--- src/rtl/core/tcgw_pkg.sv ---
// Shared types and constants of the text console glyph writer.
// No dependencies; the files that use it refer to it by scoped names.
package tcgw_pkg;

	localparam int APB_AW   = 5;
	localparam int APB_DW   = 32;
	localparam int OFFSET_W = 22;
	localparam int MASK_W   = 6;
	localparam int COLOR_W  = 16;

	typedef enum logic [2:0] {
		REG_SCREEN_WIDTH = 3'd0,
		REG_TEXT_COLUMNS = 3'd1,
		REG_TEXT_ROWS    = 3'd2,
		REG_DRAW_COLOR   = 3'd3,
		REG_HIGH_CODES   = 3'd4
	} reg_idx_t;

	localparam logic       CMD_PUT      = 1'b0;
	localparam logic       CMD_LOAD     = 1'b1;
	localparam logic [7:0] CODE_NEWLINE = 8'h0A;
	localparam logic [7:0] CODE_HIGH    = 8'h80;

	localparam logic [11:0] RST_SCREEN_WIDTH = 12'd800;
	localparam logic [7:0]  RST_TEXT_COLUMNS = 8'd133;
	localparam logic [7:0]  RST_TEXT_ROWS    = 8'd60;
	localparam logic [15:0] RST_DRAW_COLOR   = 16'd32767;
	localparam logic        RST_HIGH_CODES   = 1'b1;

	typedef struct packed {
		logic [11:0] screen_width;
		logic [7:0]  text_columns;
		logic [7:0]  text_rows;
		logic [15:0] draw_color;
		logic        high_codes;
	} cfg_t;

	// one accepted item, decoded against the cursor
	typedef struct packed {
		logic       draw;   // start a draw or error job
		logic       err;    // cursor out of range
		logic       load;   // glyph row load
		logic [7:0] code;
		logic [7:0] row;
		logic [7:0] col;
		logic [2:0] grow;
		logic [5:0] bits;
	} disp_t;

endpackage

--- src/rtl/core/tcgw_cursor.sv ---
// Text cursor registers and item decode of the glyph writer.
// Depends on tcgw_pkg (cfg_t, disp_t, character codes).
module tcgw_cursor (
	input  logic            clk,
	input  logic            arst_n,
	input  tcgw_pkg::cfg_t  cfg,
	input  logic            accept,
	input  logic            command,
	input  logic [7:0]      char_code,
	input  logic [2:0]      glyph_row,
	input  logic [5:0]      glyph_bits,
	output tcgw_pkg::disp_t disp
);

	logic [7:0] col_q, row_q, col_d, row_d;
	logic [7:0] col_inc, nl_row;
	logic       in_range, is_nl, is_put, drawable;

	assign in_range = (col_q < cfg.text_columns) && (row_q < cfg.text_rows);
	assign is_nl    = (char_code == tcgw_pkg::CODE_NEWLINE);
	assign is_put   = accept && (command == tcgw_pkg::CMD_PUT);
	assign col_inc  = col_q + 8'd1;
	// no scrolling: the row sticks on the last line
	assign nl_row   = (({1'b0, row_q} + 9'd1) < {1'b0, cfg.text_rows}) ? row_q + 8'd1
		: row_q;
	assign drawable = !(((char_code & tcgw_pkg::CODE_HIGH) != 8'd0) && !cfg.high_codes);

	always_comb begin
		col_d = col_q;
		row_d = row_q;
		if (is_put) begin
			if (is_nl || (col_inc >= cfg.text_columns)) begin
				col_d = 8'd0;
				row_d = nl_row;
			end else begin
				col_d = col_inc;
			end
		end
	end

	always_ff @(posedge clk or negedge arst_n) begin
		if (!arst_n) begin
			col_q <= 8'd0;
			row_q <= 8'd0;
		end else begin
			col_q <= col_d;
			row_q <= row_d;
		end
	end

	always_comb begin
		disp.draw = is_put && !is_nl && (!in_range || drawable);
		disp.err  = !in_range;
		disp.load = accept && (command == tcgw_pkg::CMD_LOAD);
		disp.code = char_code;
		disp.row  = row_q;
		disp.col  = col_q;
		disp.grow = glyph_row;
		disp.bits = glyph_bits;
	end

endmodule

--- config.mk ---
export PLATFORM = sky130hd
export DESIGN_NAME = tcgw_cursor
export DESIGN_NICKNAME = d
export VERILOG_FILES = /design/src/rtl/core/tcgw_pkg.sv /design/src/rtl/core/tcgw_cursor.sv
export SDC_FILE = /design/constraint.sdc
export NUM_CORES = 1
export LEC_CHECK = 0
export BUFFER_PORTS_ARGS = -buffer_cell sky130_fd_sc_hd__buf_4
export CORE_MARGIN = 2
export CORE_UTILIZATION = 24
export CTS_CLUSTER_SIZE = 30
export DETAILED_ROUTE_END_ITERATION = 8
export MAX_ROUTING_LAYER = met4
export SLEW_MARGIN = 0
export SYNTH_ARGS = -nofsm -noshare
export SYNTH_HDL_FRONTEND = slang
export SYNTH_SLANG_ARGS = --single-unit
--- constraint.sdc ---
create_clock -name clk -period 4.53 [get_ports clk]
set_clock_uncertainty 0.2 [all_clocks]
set_input_delay 0.2265 -clock clk [delete_from_list [all_inputs] [get_ports clk]]
set_output_delay 0.2265 -clock clk [all_outputs]
set_load 0.1 [all_outputs]
* Word level (Yosys, flattened, before mapping)
Index checks and enable logic that the tools add are counted.
** Storage, ports and cells
- Input bits :: 66
- Logic and storage cells :: 25
- Bits in registers :: 16
** Operators by class
- Muxes and demuxes :: 1
- Bitwise logic cells :: 1
- $add $sub $neg :: 3
- Eq/ne operators :: 1
- Order comparisons :: 4
- Reduce and logical (&&, ||, !) cells :: 13
** Operators with widths (count)
- adder 8 x 1 -> 8 bit, second input constant :: 2
- < comparator 8 bit :: 2
- adder 8 x 1 -> 9 bit, second input constant :: 1
- < comparator 9 x 8 -> 1 bit :: 1
- == test 8 x 4 -> 1 bit, second input constant :: 1
- >= comparator 8 bit :: 1
- 2-to-1 mux 8 bit :: 1
- logical AND 1 bit :: 6
- zero test 1 bit :: 4
- AND reduction 3 bit :: 1
- logical OR 1 bit :: 2
- inverter 1 bit :: 1

* Depth between registers and ports, before layout
Gate-level depths: netlist of run 1.
- Depth in word-level cells :: 5
- Gate-level depth with buffers :: 12
- Depth with buffers taken out :: 11

* Worst setup path after synthesis of run 1
No wires, ideal clock.
- Path kind :: register to output
- From :: register col_q[0]
- To :: output disp[35] in the netlist's numbering
- Path slack :: 0.726 ns
- Data required time :: 4.103 ns
- Stages on the path, launching flop included :: 8
- Arrival time :: 3.377 ns
- Cell sequence :: dfrtp_1 inv_1 ha_1 nor2b_1 o211ai_1 a21oi_1 nor4_1 a41oi_1
** RTL lines
- start: declaration :: RTL line tcgw_cursor.sv:15 : logic [7:0] col_q, row_q, col_d, row_d;
- start signal: assignment :: RTL line tcgw_cursor.sv:46 : col_q <= col_d;
- end: declaration :: RTL line tcgw_cursor.sv:12 : output tcgw_pkg::disp_t disp

* Final worst setup path of run 1
- From :: register col_q[0]
- To :: register row_q[1]
** On the way
- Word-level cells in the longest chain between the ends :: 4
** Ends and longest elaborated chain
- adder 8 x 1 -> 8 bit :: RTL line tcgw_cursor.sv:22 : assign col_inc = col_q + 8'd1;
- >= comparator 8 bit :: RTL line tcgw_cursor.sv:32 : if (is_nl || (col_inc >= cfg.text_columns)) begin
- logical OR 1 bit :: RTL line tcgw_cursor.sv:32
- AND reduction 3 bit (no source line)
- end signal: assignment :: RTL line tcgw_cursor.sv:47 : row_q <= row_d;
- end: declaration :: RTL line tcgw_cursor.sv:15
Every way passes these cells.
A chain may end at the register's enable or synchronous reset.

==> results of run 1 <==
## cells in the final DEF, fill, tap and decap left out, types with 2 or more instances in the layout
cell type  instances
and3_1             4
nor2b_1            3
a21oi_1            5
a2111oi_0          2
o21ai_0            8
ha_1              32
xnor2_1           14
nand4_1            5
dfrtp_1           16
nand3_1            6
clkbuf_8           4
o21a_1             2
a21o_1             5
and2_1             2
inv_1             19
nand2_1           17
o211ai_1           2
xor2_1             5
nor2_1             6
nand4b_1           3
buf_4             55
nor4_1             2
a22o_1             2
## stage by stage
stage	power [mW]	hold WS, ps	area, µm²	std cells	setup WS, ps
finish	0.9460	162.3	2245	338	1243
global route	1.016	174.9	2245	338	1057
CTS	0.9597	163.4	2245	338	1208
detailed placement	0.8278	-94.45	2180	333	1240
global placement	0.8201	-89.33	2180	333	1269
floorplan	0.7266	-269.1	1793	198	726.3
## power breakdown
group	switching (mW)	internal (mW)
Clock	0.0480	0.0770
Sequential	0.0563	0.172
Combinational	0.413	0.179
## layer usage
| layer | routed length (µm) | vias to the layer above | track usage, % |
|---|---|---|---|
| met5 | 0 | - | - |
| met4 | 0 | 0 | 0.8974 |
| met3 | 123 | 0 | 1.920 |
| met2 | 1874 | 27 | 16.98 |
| met1 | 1936 | 664 | 12.27 |
| li1 | - | 765 | - |
## registers in the layout, summed over array words and instances, names as in the netlist
name,cells
col_q,8
row_q,8
## area by class of cell
| class | count | area (µm²) |
|---|---|---|
| fillers | 777 | 5009 |
| multi-input cells | 144 | 1171 |
| repair buffers | 56 | 422.9 |
| flip-flops and latches | 16 | 400.4 |
| well taps | 99 | 123.9 |
| inverters | 19 | 71.32 |
| clock buffers | 4 | 55.05 |
## critical path: cells and delay by family (launching register included)
family | cells | cell delay [ps]
and+or+nand+nor | 5 | 1180
AOI/OAI and AO/OA | 2 | 500
DFF | 1 | 440
muxes | 1 | 320
adders and majority gates | 1 | 290
xor gates and xnor gates | 1 | 180
buffers and inverters | 1 | 60
## logic make-up (layout without fill, tap and decap cells)
kind of cell,after synthesis,count (layout),share of synthesized area (%)
XOR/XNOR,19,19,9.281
buffers and inverters,38,79,12.35
AND/OR/NAND/NOR,57,57,18.00
adder cells (fa/ha/maj),32,32,22.33
AO/OA/AOI/OAI,34,34,14.24
multiplexers,2,2,1.465
flip-flops,16,16,22.33
## worst min-delay path by stage
stage	startpoint	end	slack, ps	cells after the start
global placement	arst_n	row_q[2]	-90	1
global route	accept	col_q[7]	170	3
detailed placement	arst_n	row_q[0]	-90	1
CTS	accept	col_q[7]	160	3
floorplan	arst_n	col_q[0]	-270	0
finish	accept	col_q[7]	160	3
## timing repair
item / CTS / global route
buffers inserted: 0 / 0
hold endpoints to repair: 16 / 0
hold buffers: 1 / 0
==> metrics.md, run 1 <==
| Metric | Value |
|---|---|
| Status | `complete, no violations` |
| Post-Syn Instances | `198` |
| RSZ-0062 raised after global routing | `no` |
| Most frequent cells after synthesis | `ha_1, inv_1, buf_4, nand2_1, dfrtp_1` |
| Largest net degree at the start of global routing | `17` |
| Gpl congestion | `0.7141` |
| Main synth FF type | `dfrtp_1` |
| Slowest CP cell | `dfrtp_1` |
| Clk_lat worst skew | `240 ps` |
| HPWL after detailed placement | `3331 µm` |
| EDFF count, synth | `0` |
| Sequential fraction of the synthesis area | `22.33%` |
| Fin crit share | `72.56%` |
| Routed length per instance | `11.64 µm` |
| Ant diodes | `0` |
| Core box area | `7253 µm²` |
| Die Y | `90.44 µm` |
| Layout area overhead | `25.19%` |
| Final nets | `338` |
| FMAX | `304.2 MHz` |
| Critical R2R Capture | `row_q[1]` |
| Via count | `1456` |
| Total Wirelength | `3933 µm` |
| Syn Nets | `296` |
| Crit end category | `register` |
| Yosys top cell by area | `dfrtp_1` |
| Final setup TNS | `0 ps` |
| Inserted Clock Buffers | `3` |
| FF-to-FF Start | `col_q[0]` |
| Synth Warn # | `0` |
| Maximum fanout along the worst path | `15` |
| First-pass GRT wire length | `6624 µm` |
| Pwr dens | `421.4 nW/µm²` |
| Hold WC Path Type | `in -> reg` |
| Netlist cell types | `42` |
| Slew Viols, Final | `0` |
| Pleak | `1.196 nW` |
| CTS Buffer Depth | `2` |
| Layout cells sized above 1 | `27.62%` |
| Routed Antenna Nets | `0` |
| # IOs | `102` |
| Grt ovf | `0` |
| R2r setup slk | `1240 ps` |
| Crit path capture | `row_q[1]` |
| Worst Setup Start Kind | `register` |
| Starting DRT DRC Count | `40` |
| Clk slew on worst S/H paths | `60 ps` |
| H-tree depth | `1` |
| Minimum clock period | `3287 ps` |
| Most used cell, CP | `and3_1` |
| Crit path arrival time | `3220 ps` |
| Synthesis-stage register bit count | `16` |
| CP peak stage delay | `440 ps` |
| Mapped Area | `1793 µm²` |
| Critical path class | `reg -> reg` |
| CTS sink cnt | `16` |
| Initial core utilization | `24.72%` |
| Max VDD drop | `245.8 µV` |
| Die width | `90.44 µm` |
| Slew headroom | `63.51%` |
| Vias in the first global route | `1468` |
| Main area contributors after synthesis | `dfrtp_1, ha_1, buf_4` |
| Req. time, crit path | `4460 ps` |
| Final hold vios | `0` |
| Crit path from | `col_q[0]` |
| CTS tree | `done` |
| Fraction of registers with async set/reset | `100.0%` |
| Area of the die | `8178 µm²` |
| GRT Util Overall | `9.783%` |
| Port buffer count | `55` |
| DRC | `0` |
| Via density | `4.308` |
| Post-cts sizing count | `0` |
| FP Rows | `31` |
| Post-synth top area share | `22.33%` |
| Antenna violations before repair | `0` |
| Cells along the critical path | `and3_1, and3_1, and3_1, xnor2_1, inv_1, ha_1, o211ai_1, or3_4, o211ai_4, nand3_2, mux2_4` |
| Endpoints failing setup | `0` |
| R2R depth | `11` |
| Worst-Margin Slew | `546.2 ps` |
| Mean post-synth cell area | `9.055 µm²` |
| CTS Root Buffer Type | `clkbuf_8` |
| Post-Route Utilization | `30.95%` |
| Max_cap viols | `0` |
| Top-count cell post-synth | `ha_1` |
| 1st-pass router iterations | `4` |
Note: power is estimated with default switching activity, not from simulation.
==> inputs of run 2 (changes only) <==
ABC_AREA = 1   (was unset)
clock period = 2.8 ns   (was 4.53 ns; I/O delays follow)
==> run 2 against run 1 <==
- die area increased by 1.7%
- clock power increased by 68%
- non-clock buffer count increased by 5
- synthesized cell count increased by 23%
- routed wire length increased by 7.3%
- combinational power increased by 96%
- first-iteration DRC count increased by 110%
- clock-buffer cell count unchanged
- sequential power increased by 65%
- cell area increased by 4.4%
- critical endpoint is now row_q[5]
- largest power group unchanged
==> metrics.md, run 2 <==
| Metric | Value |
|---|---|
| Status | `complete, no violations` |
| Netlist cell types | `31 (-26%)` |
| Inserted Clock Buffers | `3 (unchanged)` |
| Met1 wire length | `1908 µm (-1.4%)` |
| Crit path arrival time | `2460 ps (-760 ps)` |
| Most common cell after layout, fill and taps aside | `buf_4` |
| Cell-internal power | `752.6 µW (+76%)` |
| Clk slew on worst S/H paths | `70 ps (about the same)` |
| CTS Buffer Depth | `2 (unchanged)` |
| Routed Antenna Nets | `0 (unchanged)` |
| Pwr dens | `743.0 nW/µm² (+76%)` |
| Slew headroom | `68.97% (+5.5 points)` |
| Gpl congestion | `0.7753 (+8.6%)` |
| GRT Util Overall | `10.72% (+0.94 points)` |
| Layout area overhead | `28.46%` |
| Clk_lat worst skew | `250 ps (about the same)` |
| Critical path class | `reg -> reg` |
| Via count | `1646 (+13%)` |
| Commonest non-fill, non-tap cells in the layout | `buf_4, nand2_1, inv_1` |
| Fin crit share | `89.60% (+17 points)` |
| H-tree depth | `1 (unchanged)` |
| Port buffer count | `55 (unchanged)` |
| Maximum fanout along the worst path | `8 (-7)` |
| RSZ-0062 raised after global routing | `no` |
| Total Wirelength | `4220 µm (+7.3%)` |
| Main synth FF type | `dfrtp_1` |
| Max VDD drop | `430.4 µV (+75%)` |
| Antenna violations before repair | `0 (unchanged)` |
| Initial core utilization | `25.02% (+0.30 points)` |
| Yosys top cell by area | `dfrtp_1` |
| Fin cells | `388 (+15%)` |
| CTS tree | `done` |
| DRC | `0 (unchanged)` |
| Die Y | `91.19 µm (+0.83%)` |
| Layout cells sized above 1 | `29.41% (+1.8 points)` |
| Die width | `91.19 µm (+0.83%)` |
| Via density | `4.242 (-1.5%)` |
| FP Rows | `31 (unchanged)` |
| Mapped Area | `1824 µm² (+1.7%)` |
| Routed length per instance | `10.88 µm (-6.5%)` |
| Top-count cell post-synth | `nand2_1` |
| Psw | `988.7 µW (+91%)` |
| Crit end category | `register` |
| Clk pwr share | `12.1% (-1.1 points)` |
| Hold WC Path Type | `in -> reg` |
| Most frequent cells after synthesis | `nand2_1, inv_1, ha_1` |
| Syn Nets | `341 (+15%)` |
| WP buf/inv | `1 (unchanged)` |
| EDFF count, synth | `0 (unchanged)` |
| Post-Syn Instances | `243 (+23%)` |
| Storage cell area | `414.1 µm² (+3.4%)` |
| CTS Root Buffer Type | `clkbuf_8` |
| Synth Warn # | `0 (unchanged)` |
| Switching Fraction | `56.78% (+2.1 points)` |
| # IOs | `102 (unchanged)` |
| Synthesis-stage register bit count | `16 (unchanged)` |
| Final setup TNS | `0 ps (unchanged)` |
| Final hold vios | `0 (unchanged)` |
| Slew Viols, Final | `0 (unchanged)` |
| HPWL after detailed placement | `3502 µm (+5.1%)` |
| Most used cell, CP | `nand2_1` |
| Slowest CP cell | `dfrtp_2` |
| Area of the die | `8315 µm² (+1.7%)` |
| Worst-Margin Slew | `465.0 ps (-81.25 ps)` |
| CP top delay family | `simple AND/OR/NAND/NOR gates` |
| Post-synth top area share | `21.95% (-0.38 points)` |
| Vias in the first global route | `1653 (+13%)` |
| Endpoints failing setup | `0 (unchanged)` |
| Multi-input gate area | `1141 µm² (-2.6%)` |
| Worst Setup Start Kind | `register` |
| 1st-pass router iterations | `4 (unchanged)` |
| Mean post-synth cell area | `7.507 µm² (-17%)` |
| Met3 wire length | `211 µm (+72%)` |
| First-pass GRT wire length | `7334 µm (+11%)` |
| Sequential fraction of the synthesis area | `21.95% (-0.38 points)` |
| Largest net degree at the start of global routing | `18 (+1)` |
| Final nets | `388 (+15%)` |
| Met2 WL | `2100 µm (+12%)` |
| Top routing layer used | `met3` |
| FMAX | `398.6 MHz (+31%)` |
| Grt ovf | `0 (unchanged)` |
| Ant diodes | `0 (unchanged)` |
| CTS sink cnt | `16 (unchanged)` |
| Starting DRT DRC Count | `82 (+110%)` |
| Sequential Power Share | `21.6% (-2.5 points)` |
| Fraction of registers with async set/reset | `100.0% (unchanged)` |
| Filler instances | `821 (+5.7%)` |
| Main area contributors after synthesis | `dfrtp_1, ha_1, nand2_1` |
| Top flop regs | `col_q x8, row_q x8` |
| CP peak stage delay | `420 ps (-20 ps)` |
| Minimum clock period | `2509 ps (-778.2 ps)` |
| Pleak | `1.318 nW (+10%)` |
| Cells along the critical path | `nand3_1, nor3_2, nand2_1, xor2_1, ha_1, a21o_1, nor2_2, nand4_4, buf_4, nand4_1, nand2_1` |
| Core box area | `7292 µm² (+0.53%)` |
| Max_cap viols | `0 (unchanged)` |
| Cells after DPL | `379 (+14%)` |
| Combinational power share | `66.4% (+3.7 points)` |
| Req. time, crit path | `2750 ps (-1710 ps)` |
-- run 2: area by class of cell --
type	instances	share of cell area (%)
clock buffers	4	2.349
inverters	39	6.353
multi-input cells	169	48.69
flip-flops and latches	16	17.67
well taps	99	5.286
repair buffers	61	19.65
-- run 2: power groups by stage --
| stage | sequential, mW | combinational, mW | clock, mW |
|---|---|---|---|
| finish | 0.376 | 1.16 | 0.210 |
| CTS | 0.378 | 1.14 | 0.220 |
| global placement | 0.379 | 1.12 | 0 |
| global route | 0.388 | 1.26 | 0.232 |
| floorplan | 0.767 | 0.548 | 0 |
| detailed placement | 0.382 | 1.14 | 0 |
-- run 2: worst min-delay path, cell delays in order --
cell	delay, ps
buf_4	120
nor2_8	70
nand2_1	70
o22ai_1	50
-- run 2: worst paths after layout --
kind                       cells past startpoint  endpoint  slack, ps      from
max                                           11  row_q[5]        290  col_q[0]
min                                            4  col_q[7]         30   command
max reg2reg                                   11  row_q[5]        290  col_q[0]
min reg2reg                                    2  row_q[1]        340  row_q[1]
max in group asynchronous                      2  col_q[2]       2090    arst_n
min in group asynchronous                      2  row_q[6]         80    arst_n
-- run 2: cells by family after synthesis --
| kind of cell | after synthesis | share of synthesized area (%) |
|---|---|---|
| and+or+nand+nor | 99 | 27.09 |
| buffers and inverters | 58 | 15.78 |
| adders and majority gates | 32 | 21.95 |
| AOI/OAI and AO/OA | 28 | 8.437 |
| DFF | 16 | 21.95 |
| xor gates and xnor gates | 10 | 4.801 |
-- run 2: per-stage QoR --
step / util [%] / total power [mW] / area [µm²] / setup WS [ps] / hold WS, ps
final: 32.14 / 1.741 / 2344 / 291.2 / 32.85
after global routing: 32.14 / 1.880 / 2344 / 36.13 / 44.86
after CTS: 31.66 / 1.742 / 2308 / 89.20 / 21.65
after detailed placement: 30.77 / 1.520 / 2243 / 99.33 / -171.5
after global placement: 30.77 / 1.501 / 2243 / 141.5 / -174.5
after floorplan: - / 1.316 / 1838 / 0.7219 / -355.6
-- run 2: per-layer routing --
metal	vias to the layer above	global-route usage (%)
met5	-	-
met4	0	0.5051
met3	0	2.407
met2	34	18.52
met1	743	13.50
li1	869	-
-- run 2: what timing repair did --
action,CTS,global route
hold endpoints to repair,16,0
buffers inserted,0,4
setup endpoints to repair,0,10
resized for setup,0,1
hold buffers,1,0
