==> src/rtl/core/tcgw_pkg.sv <==
// Shared types and constants of the text console glyph writer.
// No dependencies; the files that use it refer to it by scoped names.
package tcgw_pkg;

	localparam int APB_AW   = 5;
	localparam int APB_DW   = 32;
	localparam int OFFSET_W = 22;
	localparam int MASK_W   = 6;
	localparam int COLOR_W  = 16;

	typedef enum logic [2:0] {
		REG_SCREEN_WIDTH = 3'd0,
		REG_TEXT_COLUMNS = 3'd1,
		REG_TEXT_ROWS    = 3'd2,
		REG_DRAW_COLOR   = 3'd3,
		REG_HIGH_CODES   = 3'd4
	} reg_idx_t;

	localparam logic       CMD_PUT      = 1'b0;
	localparam logic       CMD_LOAD     = 1'b1;
	localparam logic [7:0] CODE_NEWLINE = 8'h0A;
	localparam logic [7:0] CODE_HIGH    = 8'h80;

	localparam logic [11:0] RST_SCREEN_WIDTH = 12'd800;
	localparam logic [7:0]  RST_TEXT_COLUMNS = 8'd133;
	localparam logic [7:0]  RST_TEXT_ROWS    = 8'd60;
	localparam logic [15:0] RST_DRAW_COLOR   = 16'd32767;
	localparam logic        RST_HIGH_CODES   = 1'b1;

	typedef struct packed {
		logic [11:0] screen_width;
		logic [7:0]  text_columns;
		logic [7:0]  text_rows;
		logic [15:0] draw_color;
		logic        high_codes;
	} cfg_t;

	// one accepted item, decoded against the cursor
	typedef struct packed {
		logic       draw;   // start a draw or error job
		logic       err;    // cursor out of range
		logic       load;   // glyph row load
		logic [7:0] code;
		logic [7:0] row;
		logic [7:0] col;
		logic [2:0] grow;
		logic [5:0] bits;
	} disp_t;

endpackage

==> src/rtl/core/tcgw_regs.sv <==
// APB configuration registers of the glyph writer.
// Depends on tcgw_pkg (cfg_t, register indexes).
module tcgw_regs (
	input  logic                        clk,
	input  logic                        arst_n,
	input  logic                        psel,
	input  logic                        penable,
	input  logic                        pwrite,
	input  logic [tcgw_pkg::APB_AW-1:0] paddr,
	input  logic [tcgw_pkg::APB_DW-1:0] pwdata,
	output logic [tcgw_pkg::APB_DW-1:0] prdata,
	output logic                        pready,
	output tcgw_pkg::cfg_t              cfg
);

	tcgw_pkg::cfg_t     cfg_q;
	tcgw_pkg::reg_idx_t idx;
	logic               wr_en;

	assign idx    = tcgw_pkg::reg_idx_t'(paddr[4:2]);
	assign pready = 1'b1;
	assign wr_en  = psel && penable && pwrite && pready;
	assign cfg    = cfg_q;

	always_ff @(posedge clk or negedge arst_n) begin
		if (!arst_n) begin
			cfg_q.screen_width <= tcgw_pkg::RST_SCREEN_WIDTH;
			cfg_q.text_columns <= tcgw_pkg::RST_TEXT_COLUMNS;
			cfg_q.text_rows    <= tcgw_pkg::RST_TEXT_ROWS;
			cfg_q.draw_color   <= tcgw_pkg::RST_DRAW_COLOR;
			cfg_q.high_codes   <= tcgw_pkg::RST_HIGH_CODES;
		end else if (wr_en) begin
			case (idx)
				tcgw_pkg::REG_SCREEN_WIDTH: cfg_q.screen_width <= pwdata[11:0];
				tcgw_pkg::REG_TEXT_COLUMNS: cfg_q.text_columns <= pwdata[7:0];
				tcgw_pkg::REG_TEXT_ROWS:    cfg_q.text_rows    <= pwdata[7:0];
				tcgw_pkg::REG_DRAW_COLOR:   cfg_q.draw_color   <= pwdata[15:0];
				tcgw_pkg::REG_HIGH_CODES:   cfg_q.high_codes   <= pwdata[0];
				default: ;
			endcase
		end
	end

	always_comb begin
		case (idx)
			tcgw_pkg::REG_SCREEN_WIDTH: prdata = {20'd0, cfg_q.screen_width};
			tcgw_pkg::REG_TEXT_COLUMNS: prdata = {24'd0, cfg_q.text_columns};
			tcgw_pkg::REG_TEXT_ROWS:    prdata = {24'd0, cfg_q.text_rows};
			tcgw_pkg::REG_DRAW_COLOR:   prdata = {16'd0, cfg_q.draw_color};
			tcgw_pkg::REG_HIGH_CODES:   prdata = {31'd0, cfg_q.high_codes};
			default:                    prdata = '0;
		endcase
	end

endmodule

==> config.mk <==
export PLATFORM = sky130hd
export DESIGN_NAME = tcgw_regs
export DESIGN_NICKNAME = d
export VERILOG_FILES = /design/src/rtl/core/tcgw_pkg.sv /design/src/rtl/core/tcgw_regs.sv
export SDC_FILE = /design/constraint.sdc
export NUM_CORES = 1
export LEC_CHECK = 0
export BUFFER_PORTS_ARGS = -buffer_cell sky130_fd_sc_hd__buf_2
export CORE_MARGIN = 2
export CORE_UTILIZATION = 48
export DETAILED_ROUTE_END_ITERATION = 10
export HOLD_SLACK_MARGIN = 0.12
export PLACE_DENSITY = 0.85
export SYNTH_ARGS = -nofsm -noshare
export SYNTH_HDL_FRONTEND = slang
export SYNTH_SLANG_ARGS = --single-unit
==> constraint.sdc <==
create_clock -name clk -period 3.3 [get_ports clk]
set_clock_uncertainty 0.1 [all_clocks]
set_input_delay 0.66 -clock clk [delete_from_list [all_inputs] [get_ports clk]]
set_output_delay 0.66 -clock clk [all_outputs]
set_load 0.005 [all_outputs]
* Word level (Yosys, flattened, before mapping)
Cells that the tools add are included.
** Storage, ports and cells
- Register bits :: 45
- Bits of input ports :: 42
- Output and inout port bits :: 78
- Word-level logic and storage cells :: 18
** Cells by class
- Equal/unequal tests :: 4
- Muxes and demuxes :: 1
- Reduce and logical (&&, ||, !) cells :: 8
** Operators by type and width (count)
- case mux 16 bit (5 select lines) :: 1
- AND reduction 2 bit :: 5
- == test 3 x 2 -> 1 bit (second input constant) :: 2
- == test 3 x 1 -> 1 bit (second input constant) :: 1
- == test 3 bit (second input constant) :: 1
- logical NOT 3 bit :: 1
- logical AND 1 bit :: 2

* Depth between registers and ports, before layout
Gate-level depths: netlist (run 1).
- Word-level depth :: 3
- Gate-level depth with buffers :: 5
- Gate-level depth less buffers :: 3

* Least setup slack after synthesis (run 1)
OpenSTA, ideal clock, no wires.
- Path kind :: input-to-output
- Start point :: in paddr[2] (netlist name)
- End point :: out prdata[4] (netlist name)
- Arrival :: 1.699 ns
- Required time :: 2.540 ns
- Path slack :: 0.841 ns
- Stages on the path :: 4
- Buffers on the path :: 2
- Cell sequence :: buf_2 buf_4 mux4_2 nor2b_1
** Between the ends
- Longest elaborated chain between the ends :: 2
- Elaborated cells between the ends (all ways) :: 6
- Those cells by class :: 4 x eq/ne; 1 x mux; 1 x reduce/logical
** RTL lines
- start, declared :: RTL line tcgw_regs.sv:9 : input logic [tcgw_pkg::APB_AW-1:0] paddr,
- == test 3 bit, or another cell as far along :: RTL line tcgw_regs.sv:45 : case (idx)
- case mux 16 bit (5 select lines) * :: RTL line tcgw_regs.sv:45
- end, declared :: RTL line tcgw_regs.sv:11 : output logic [tcgw_pkg::APB_DW-1:0] prdata,
Every way passes the cells marked *; elsewhere a longest branch is shown, timed or not.

* Final worst setup path (run 1)
- Start point :: in paddr[2] (netlist name)
- End point :: out prdata[1] (netlist name)
Same word-level chain as after synthesis.

==> results of run 1 <==
## per-layer routing
| metal | part of all wire, % | track usage, % | vias up |
|---|---|---|---|
| li1 | - | - | 705 |
| met1 | 42 | 25.4 | 812 |
| met2 | 49 | 31.7 | 81 |
| met3 | 7.2 | 6.35 | 4 |
| met4 | 1.0 | 6.17 | 0 |
| met5 | 0 | 0 | - |
## where the power goes
group          switching (W)  total, W  leakage [nW]  internal [W]
Combinational       0.000143  0.000362         0.797      0.000218
Sequential         0.0000792  0.000785         0.515      0.000706
Clock               0.000175  0.000322        0.0450      0.000147
Total               0.000398   0.00147          1.36       0.00107
## final cells by class
class / instances / area, um^2
Clock buffer: 6 / 72.6
Clock inverter: 2 / 10.0
Fill cell: 371 / 1880
Multi-Input combinational cell: 106 / 996
Sequential cell: 45 / 1160
Tap cell: 54 / 67.6
Timing Repair Buffer: 87 / 443
## synthesized netlist by cell type (all sizes together)
library cell,instances
mux2,45
dfstp,26
buf,23
dfrtp,19
mux4,7
nor2,7
nor2b,7
and2,5
a22oi,4
conb,2
nand2,2
nor3,2
nor3b,2
o21a,2
clkbuf,1
mux2i,1
nand3,1
nand3b,1
nand4,1
nand4b,1
o22ai,1
## through the flow
stage | instances | instance area [um^2] | util [%] | power [W]
6_report | 300 | 2750 | 59.4 | 0.00147
5_1_grt | 300 | 2750 | 59.4 | 0.00155
4_1_cts | 300 | 2750 | 59.4 | 0.00149
3_5_place_dp | 292 | 2670 | 57.6 | 0.00116
3_3_place_gp | 292 | 2670 | 57.6 | 0.00114
2_1_floorplan | 175 | 2320 | - | 0.000984
## logic make-up after synthesis
| group | after synthesis |
|---|---|
| mux | 53 |
| flops | 45 |
| simple gates | 29 |
| buf+inv | 24 |
| compound gates | 7 |
| other cells | 2 |
## worst max path at each step
| stage | to | cells past startpoint | slack, ns | startpoint |
|---|---|---|---|---|
| 2_1_floorplan | prdata[4] | 4 | 0.84 | paddr[2] |
| 3_3_place_gp | prdata[4] | 4 | 0.63 | paddr[2] |
| 3_5_place_dp | prdata[6] | 4 | 0.61 | paddr[2] |
| 4_1_cts | prdata[1] | 4 | 0.61 | paddr[2] |
| 5_1_grt | prdata[6] | 4 | 0.53 | paddr[2] |
| 6_report | prdata[1] | 4 | 0.63 | paddr[2] |
==> metrics, run 1 <==
residual DRC count 0; first-pass GRT wire length ~7700 um; post-synthesis sequential area ratio roughly 51%; global route overflow 0; post-synth top area cell dfstp_2; Final HPWL DP approximately 3500 um; crit path time final 2.67 ns; Synth Area in XOR/XNOR 0%; I/O Pins 120; status finished clean; post-synthesis register bit count 45; drt pass-1 iters 4; share of the synthesized area in the top cell type about 30%; largest net degree at the start of global routing 46; crit path cell chain buf_2, mux4_2, nor2b_1, buf_2; starting density of the core around 49%; core area 4630 um^2; Crit path arrival time between 1.5 and 2 ns; main combinational cell family by area after synthesis multiplexers; Root Driver clkbuf_8; Worst Tran Pin Value 0.978 ns; row count 25; max FFs per register between 40 and 50; Hold Vio Cnt, Final 0; RSZ-0062 raised after global routing no; DR iter-0 viols 41; Post-Syn Area 2270 um^2; CTS Buffer Depth 2; crit-path most repeated cell buf_2; crit path setup slack, layout ~0.63 ns; syn avg cell area 14.2 um^2; Post-CTS Hold Fix Bufs 0; Netlist cell types 24; TritonCTS clock tree built; worst hold path type input pin to asynchronous set/reset pin; vias in the first global route 1588; most common cell after layout, fill and taps aside buf_2; critical path's top delay family multiplexers; post-cts sizing count 0; Worst-Skew Late Latency 0.29 ns; adder-cell area share of the yosys netlist 0%; slack of the worst reg-to-reg path 2.40 ns; CP max-delay cell mux4_2; initial antenna violation count 0; complex-gate fraction of the synthesized area approximately 2.3%; Antenna Nets Post-Route 0; Slew HR between 30% and 40%; dpl ws 0.612 ns; nets 287; CP Capture Type primary output; vias per cell between 5 and 6; Worst Setup Start Kind input pin; critical-path maximum fanout 17; drt total wl roughly 4900 um; TNS Setup 0 ns; Hold Slack 0.416 ns; max-capacitance violation count 0; period utilization 80.9%; Reg2Reg Depth 1; via count approximately 1600; Synth-to-Final Area Change 21.2%; Die X around 73 um; TritonCTS Sinks 45; placer congestion estimate just over 0.7; Post CTS Setup Buffer Count 0; slowest stage delay, CP 0.56 ns; Max Transition Viols Final 0; Num CTS Buffers 5; gr usage total about 20%; post-synthesis mux area share 29.7%; worst reg2reg endpoint cfg[35]$_DFFE_PN0P_; Cell Pwr Density between 500 and 600 nW/um^2; Clk pin slew, worst setup/hold paths about 0.080 ns; Max Fclk 375 MHz; most frequent cells in the layout buf_2 (84), mux2_2 (45), dfstp_2 (26); WS Path Type input pin to primary output; synth top area cells dfstp_2 (30%), mux2_2 (22%), dfrtp_1 (21%), mux4_2 (7.0%), buf_4 (6.6%); Post-Synth Simple-Gate Area a little under a tenth; Leakage Power between 1 and 1.5 nW; CTS H-tree lvls 2; routed len/inst about 16 um; worst r2r src cfg[35]$_DFFE_PN0P_; synthesized instance count 160; layout cell share with drive strength beyond 1 a little under three quarters; die area around 5300 um^2; WP data required around 2.5 ns; # port buffers 84; Die Ht ~73 um; # setup viols final 0; Peak supply drop 0.319 mV; Critical path buffers and inverters 2; Yosys Warn Count 0; Ant. Diodes 0
(Power assumes the default switching activity.)
==> run 2: changes to the inputs <==
--- a/config.mk
+++ b/config.mk
@@ -7,10 +7,10 @@
 export LEC_CHECK = 0
 export BUFFER_PORTS_ARGS = -buffer_cell sky130_fd_sc_hd__buf_2
 export CORE_MARGIN = 2
-export CORE_UTILIZATION = 48
+export CORE_UTILIZATION = 45
 export DETAILED_ROUTE_END_ITERATION = 10
 export HOLD_SLACK_MARGIN = 0.12
-export PLACE_DENSITY = 0.85
+export PLACE_DENSITY = 0.8
 export SYNTH_ARGS = -nofsm -noshare
 export SYNTH_HDL_FRONTEND = slang
 export SYNTH_SLANG_ARGS = --single-unit
==> constraint.sdc (replaced) <==
create_clock -name clk -period 2.75 [get_ports clk]
set_clock_uncertainty 0.1 [all_clocks]
set_input_delay 0.55 -clock clk [delete_from_list [all_inputs] [get_ports clk]]
set_output_delay 0.55 -clock clk [all_outputs]
set_load 0.005 [all_outputs]
==> metrics, run 2 (synthesized netlist as in run 1, its figures left out) <==
most common cell after layout, fill and taps aside buf_2; period utilization roughly 89%; DR iter-0 viols 27 (-34%); gr usage total 18.2% (-1.5 points); placed cell count 307 (+5.1%); Hold Slack 0.115 ns (-0.301 ns); Final HPWL DP 3410 um (-1.3%); I/O Pins 120 (unchanged); critical-path maximum fanout 17 (unchanged); Synth-to-Final Area Change 22.5%; drt pass-1 iters 4 (unchanged); die area 5620 um^2 (+6.3%); # port buffers 84 (unchanged); Peak supply drop 0.387 mV (+21%); WS Path Type input pin to primary output; core area 4790 um^2 (+3.4%); residual DRC count 0 (unchanged); max-capacitance violation count 0 (unchanged); drt total wl 4740 um (-2.8%); vias per cell 4.87 (-8.8%); TritonCTS Sinks 45 (unchanged); CP Capture Type primary output; WP data required 2.10 ns (-0.44 ns); Die Ht 75.0 um (+3.1%); Clk pin slew, worst setup/hold paths 0.08 ns (about the same); global route overflow 0 (unchanged); Cell Pwr Density 635 nW/um^2 (+19%); Antenna Nets Post-Route 0 (unchanged); Post CTS Setup Buffer Count 0 (unchanged); most frequent cells in the layout buf_2 (84), mux2_2 (45), dfstp_2 (26); crit path time final approximately 2.4 ns; Finished Layout Cells 315 (+5.0%); row count 25 (unchanged); Worst Setup Start Kind input pin; layout cell share with drive strength beyond 1 71.8% (-0.18 points); # setup viols final 0 (unchanged); Slew HR 66.0% (+31 points); Hold Vio Cnt, Final 0 (unchanged); routed len/inst 15.1 um (-7.5%); via count 1534 (-4.2%); largest net degree at the start of global routing 24 (-48%); starting density of the core 47.4% (-1.6 points); RSZ-0062 raised after global routing no; initial antenna violation count 0 (unchanged); Root Driver clkbuf_8; TNS Setup 0 ns (unchanged); nets 289 (+0.70%); Max Transition Viols Final 0 (unchanged); max FFs per register 45 (unchanged); Crit path arrival time 1.79 ns (-0.12 ns); vias in the first global route 1473 (-7.2%); Leakage Power 1.36 nW (+0.55%); TritonCTS clock tree built; Post-CTS Hold Fix Bufs 0 (unchanged); CTS Buffer Depth 2 (unchanged); post-cts sizing count 0 (unchanged); worst hold path type input pin to asynchronous set/reset pin; status finished clean; Max Fclk between 400 and 500 MHz; fin area 2780 um^2 (+1.1%); Num CTS Buffers 5 (unchanged); first-pass GRT wire length 7530 um (-2.4%); CTS H-tree lvls 2 (unchanged); placer congestion estimate 0.698 (-3.7%); Worst Tran Pin Value 0.510 ns (-0.468 ns); fill count 399 (+7.5%); Worst-Skew Late Latency 0.29 ns (about the same); Die X 75.0 um (+3.1%); placed cell areas 2700 um^2 (+1.2%); Ant. Diodes 0 (unchanged)
run 2: changes by cell type in the layout (fill, tap and decap cells not counted):
cell      previous run  this run
buf_4                3         5
clkinv_2             2         1
clkbuf_1             1         2
run 2: layout make-up:
class	instances	area, um^2	area share [%]
timing repair buffer	89	458	16.5
clock buffer	7	76.3	2.75
tap	67	83.8	3.02
multi-input combinational	106	996	35.9
clock inverter	1	5.00	0.180
sequential	45	1160	41.7
run 2: power breakdown:
part | switching, W | internal, W | leakage (nW)
combinational | 0.000167 | 0.000263 | 0.808
sequential | 0.0000918 | 0.000846 | 0.515
clock | 0.000218 | 0.000179 | 0.0422
total | 0.000477 | 0.00129 | 1.36
run 2: critical path: stages:
cell and delay [ns]:
buf_2 0.39, mux4_2 0.55, nor2b_1 0.14, buf_2 0.14
run 2: metrics by stage:
stage               power [W]  worst slack (ns)  utilization, %
floorplan             0.00118             0.511               -
global placement      0.00137             0.285            56.3
detailed placement    0.00139             0.275            56.3
CTS                   0.00179             0.278            58.0
global route          0.00187             0.219            58.0
finish                0.00176             0.311            58.0
run 2: worst paths after layout:
check                                     from             endpoint  slack (ns)  depth (start not counted)
max                                   paddr[2]            prdata[1]        0.31                          4
min in group clk                    pwdata[12]  cfg[13]$_DFFE_PN1P_        0.39                          2
max in group asynchronous               arst_n  cfg[38]$_DFFE_PN1P_        1.68                          2
max reg2reg                cfg[18]$_DFFE_PN0P_  cfg[18]$_DFFE_PN0P_        1.85                          1
min                                     arst_n  cfg[36]$_DFFE_PN0P_        0.11                          1
min reg2reg                cfg[40]$_DFFE_PN0P_  cfg[40]$_DFFE_PN0P_        0.43                          1
run 2: routing by layer:
metal	share of wire (%)	GRT usage (%)	vias up	wire (um)
met5	0	0	-	0
met4	1.3	5.95	0	60
met3	7.2	4.55	6	342
met2	47	27.7	71	2230
met1	44	25.7	749	2100
li1	-	-	708	-
==> run 3: changes to the inputs <==
--- a/config.mk
+++ b/config.mk
@@ -9,8 +9,10 @@
 export CORE_MARGIN = 2
 export CORE_UTILIZATION = 45
 export DETAILED_ROUTE_END_ITERATION = 10
+export GPL_TIMING_DRIVEN = 0
 export HOLD_SLACK_MARGIN = 0.12
 export PLACE_DENSITY = 0.8
+export SKIP_LAST_GASP = 1
 export SYNTH_ARGS = -nofsm -noshare
 export SYNTH_HDL_FRONTEND = slang
 export SYNTH_SLANG_ARGS = --single-unit
==> metrics, run 3 (synthesized netlist as in run 1, its figures left out) <==
Ant. Diodes 0 (unchanged); CP Depth 5 (+1); fill count 404 (+1.3%); most frequent cells in the layout buf_2 (85), mux2_2 (45), dfstp_2 (26); Tot Pwr 0.00178 W (+0.95%); Die X 75.0 um (unchanged); status finished clean; row count 25 (unchanged); RSZ-0062 raised after global routing no; Critical path buffers and inverters 3 (+1); die area 5620 um^2 (unchanged); period utilization 90.5% (+1.8 points); CP Capture Type primary output; most common cell after layout, fill and taps aside buf_2; layout cell share with drive strength beyond 1 73.6% (+1.8 points); Num CTS Buffers 5 (unchanged); worst r2r src cfg[35]$_DFFE_PN0P_; Pint 0.00130 W (+1.0%); placed cell count 324 (+5.5%); global route overflow 0 (unchanged); crit path cell chain buf_2, buf_4, mux4_2, nor2b_1, buf_2; max-capacitance violation count 0 (unchanged); worst setup path endpoint prdata[4]; slack of the worst reg-to-reg path 1.86 ns (about the same); via count 1583 (+3.2%); max FFs per register 45 (unchanged); # setup viols final 0 (unchanged); register share of total power 52.6% (-0.6 points); # port buffers 82 (-2.4%); gr usage total 18.3% (+0.12 points); critical-path maximum fanout 10 (-7); initial antenna violation count 0 (unchanged); CTS H-tree lvls 2 (unchanged); CTS Buffer Depth 2 (unchanged); slowest stage delay, CP 0.51 ns (-0.04 ns); worst hold path type input pin to asynchronous set/reset pin; Post CTS Setup Buffer Count 0 (unchanged); Clk pin slew, worst setup/hold paths 0.08 ns (about the same); switching power 0.000480 W (+0.73%); vias in the first global route 1510 (+2.5%); largest net degree at the start of global routing 46 (+92%); Peak supply drop 0.533 mV (+38%); crit path time final 2.49 ns (+0.0496 ns); crit path setup slack, layout 0.262 ns (-0.0496 ns); crit-path most repeated cell buf_2; nets 306 (+5.9%); Synth-to-Final Area Change 27.9%; first-pass GRT wire length 7580 um (+0.56%); Finished Layout Cells 332 (+5.4%); TritonCTS clock tree built; Final HPWL DP 3570 um (+4.8%); core area 4790 um^2 (unchanged); TNS Setup 0 ns (unchanged); Antenna Nets Post-Route 0 (unchanged); residual DRC count 0 (unchanged); Slew HR 35.4% (-31 points); DR iter-0 viols 28 (+3.7%); drt pass-1 iters 4 (unchanged); worst reg2reg endpoint cfg[35]$_DFFE_PN0P_; Worst Setup Start Kind input pin; WP data required 2.10 ns (about the same); routed len/inst 14.8 um (-2.0%); Logic pwr share 25.5% (+1.1 points); critical path's top delay family buffers and inverters; Worst-Skew Late Latency 0.29 ns (about the same); vias per cell 4.77 (-2.1%); I/O Pins 120 (unchanged); Post-CTS Hold Fix Bufs 0 (unchanged); post-cts sizing count 0 (unchanged); drt total wl 4900 um (+3.3%); dpl ws 0.232 ns (-0.0432 ns); Cell Pwr Density 614 nW/um^2 (-3.3%); Leakage Power 1.45 nW (+6.5%); Reg2Reg Depth 1 (unchanged); Hold Vio Cnt, Final 0 (unchanged); Root Driver clkbuf_8; Crit path arrival time 1.84 ns (+0.05 ns); Die Ht 75.0 um (unchanged); TritonCTS Sinks 45 (unchanged); crit path from paddr[2]; Max Fclk 402 MHz (-2.0%); placer congestion estimate 0.685 (-2.0%); clock share of power 21.9% (-0.6 points); switching part of the total 27.0% (-0.057 points); Max Transition Viols Final 0 (unchanged); starting density of the core 47.4% (unchanged); WS Path Type input pin to primary output; CP max-delay cell mux4_2; Worst Tran Pin Value 0.969 ns (+0.460 ns)
## run 3: cell count changes in the layout (fill, tap and decap cells not counted), sizes merged
cell    previous run  this run
buf               89       105
clkinv             1         2
## run 3: power by group through the flow
stage          Sequential [W]  Combinational, W  Clock, W
2_1_floorplan        0.000950          0.000230         0
3_3_place_gp         0.000943          0.000447         0
3_5_place_dp         0.000948          0.000461         0
4_1_cts              0.000937          0.000462  0.000413
5_1_grt              0.000957          0.000502  0.000435
6_report             0.000937          0.000455  0.000390
## run 3: final cells by class
| type | count | area [um^2] | area share, % |
|---|---|---|---|
| clock inverters | 2 | 10.0 | 0.345 |
| clock buffers | 6 | 72.6 | 2.50 |
| well taps | 67 | 83.8 | 2.89 |
| repair buffers | 82 | 410 | 14.2 |
| plain buffers | 24 | 169 | 5.82 |
| flip-flops and latches | 45 | 1160 | 39.9 |
| multi-input cells | 106 | 996 | 34.3 |
## run 3: through the flow
stage	cell area (um^2)	util, %	hold slack, ns
finish	2900	60.6	0.305
global route	2900	60.6	0.371
CTS	2900	60.6	0.330
detailed placement	2820	58.9	0.418
global placement	2820	58.9	0.407
floorplan	2320	-	0.154
## run 3: how the worst min path moves through the flow
stage                         from             endpoint  slack (ns)  cells after the start
2_1_floorplan               arst_n  cfg[16]$_DFFE_PN0P_        0.15                      0
3_3_place_gp   cfg[31]$_DFFE_PN0P_  cfg[31]$_DFFE_PN0P_        0.41                      1
3_5_place_dp   cfg[16]$_DFFE_PN0P_  cfg[16]$_DFFE_PN0P_        0.42                      1
4_1_cts                     arst_n  cfg[18]$_DFFE_PN0P_        0.33                      1
5_1_grt                 pwdata[15]  cfg[16]$_DFFE_PN0P_        0.37                      2
6_report                    arst_n  cfg[18]$_DFFE_PN0P_        0.30                      1
## run 3: per-layer routing
metal / share of wire, % / GRT usage [%] / vias to the layer above
li1: - / - / 747
met1: 44 / 24.7 / 764
met2: 48 / 28.8 / 68
met3: 7.4 / 5.62 / 4
met4: 0.59 / 5.16 / 0
met5: 0 / 0 / -
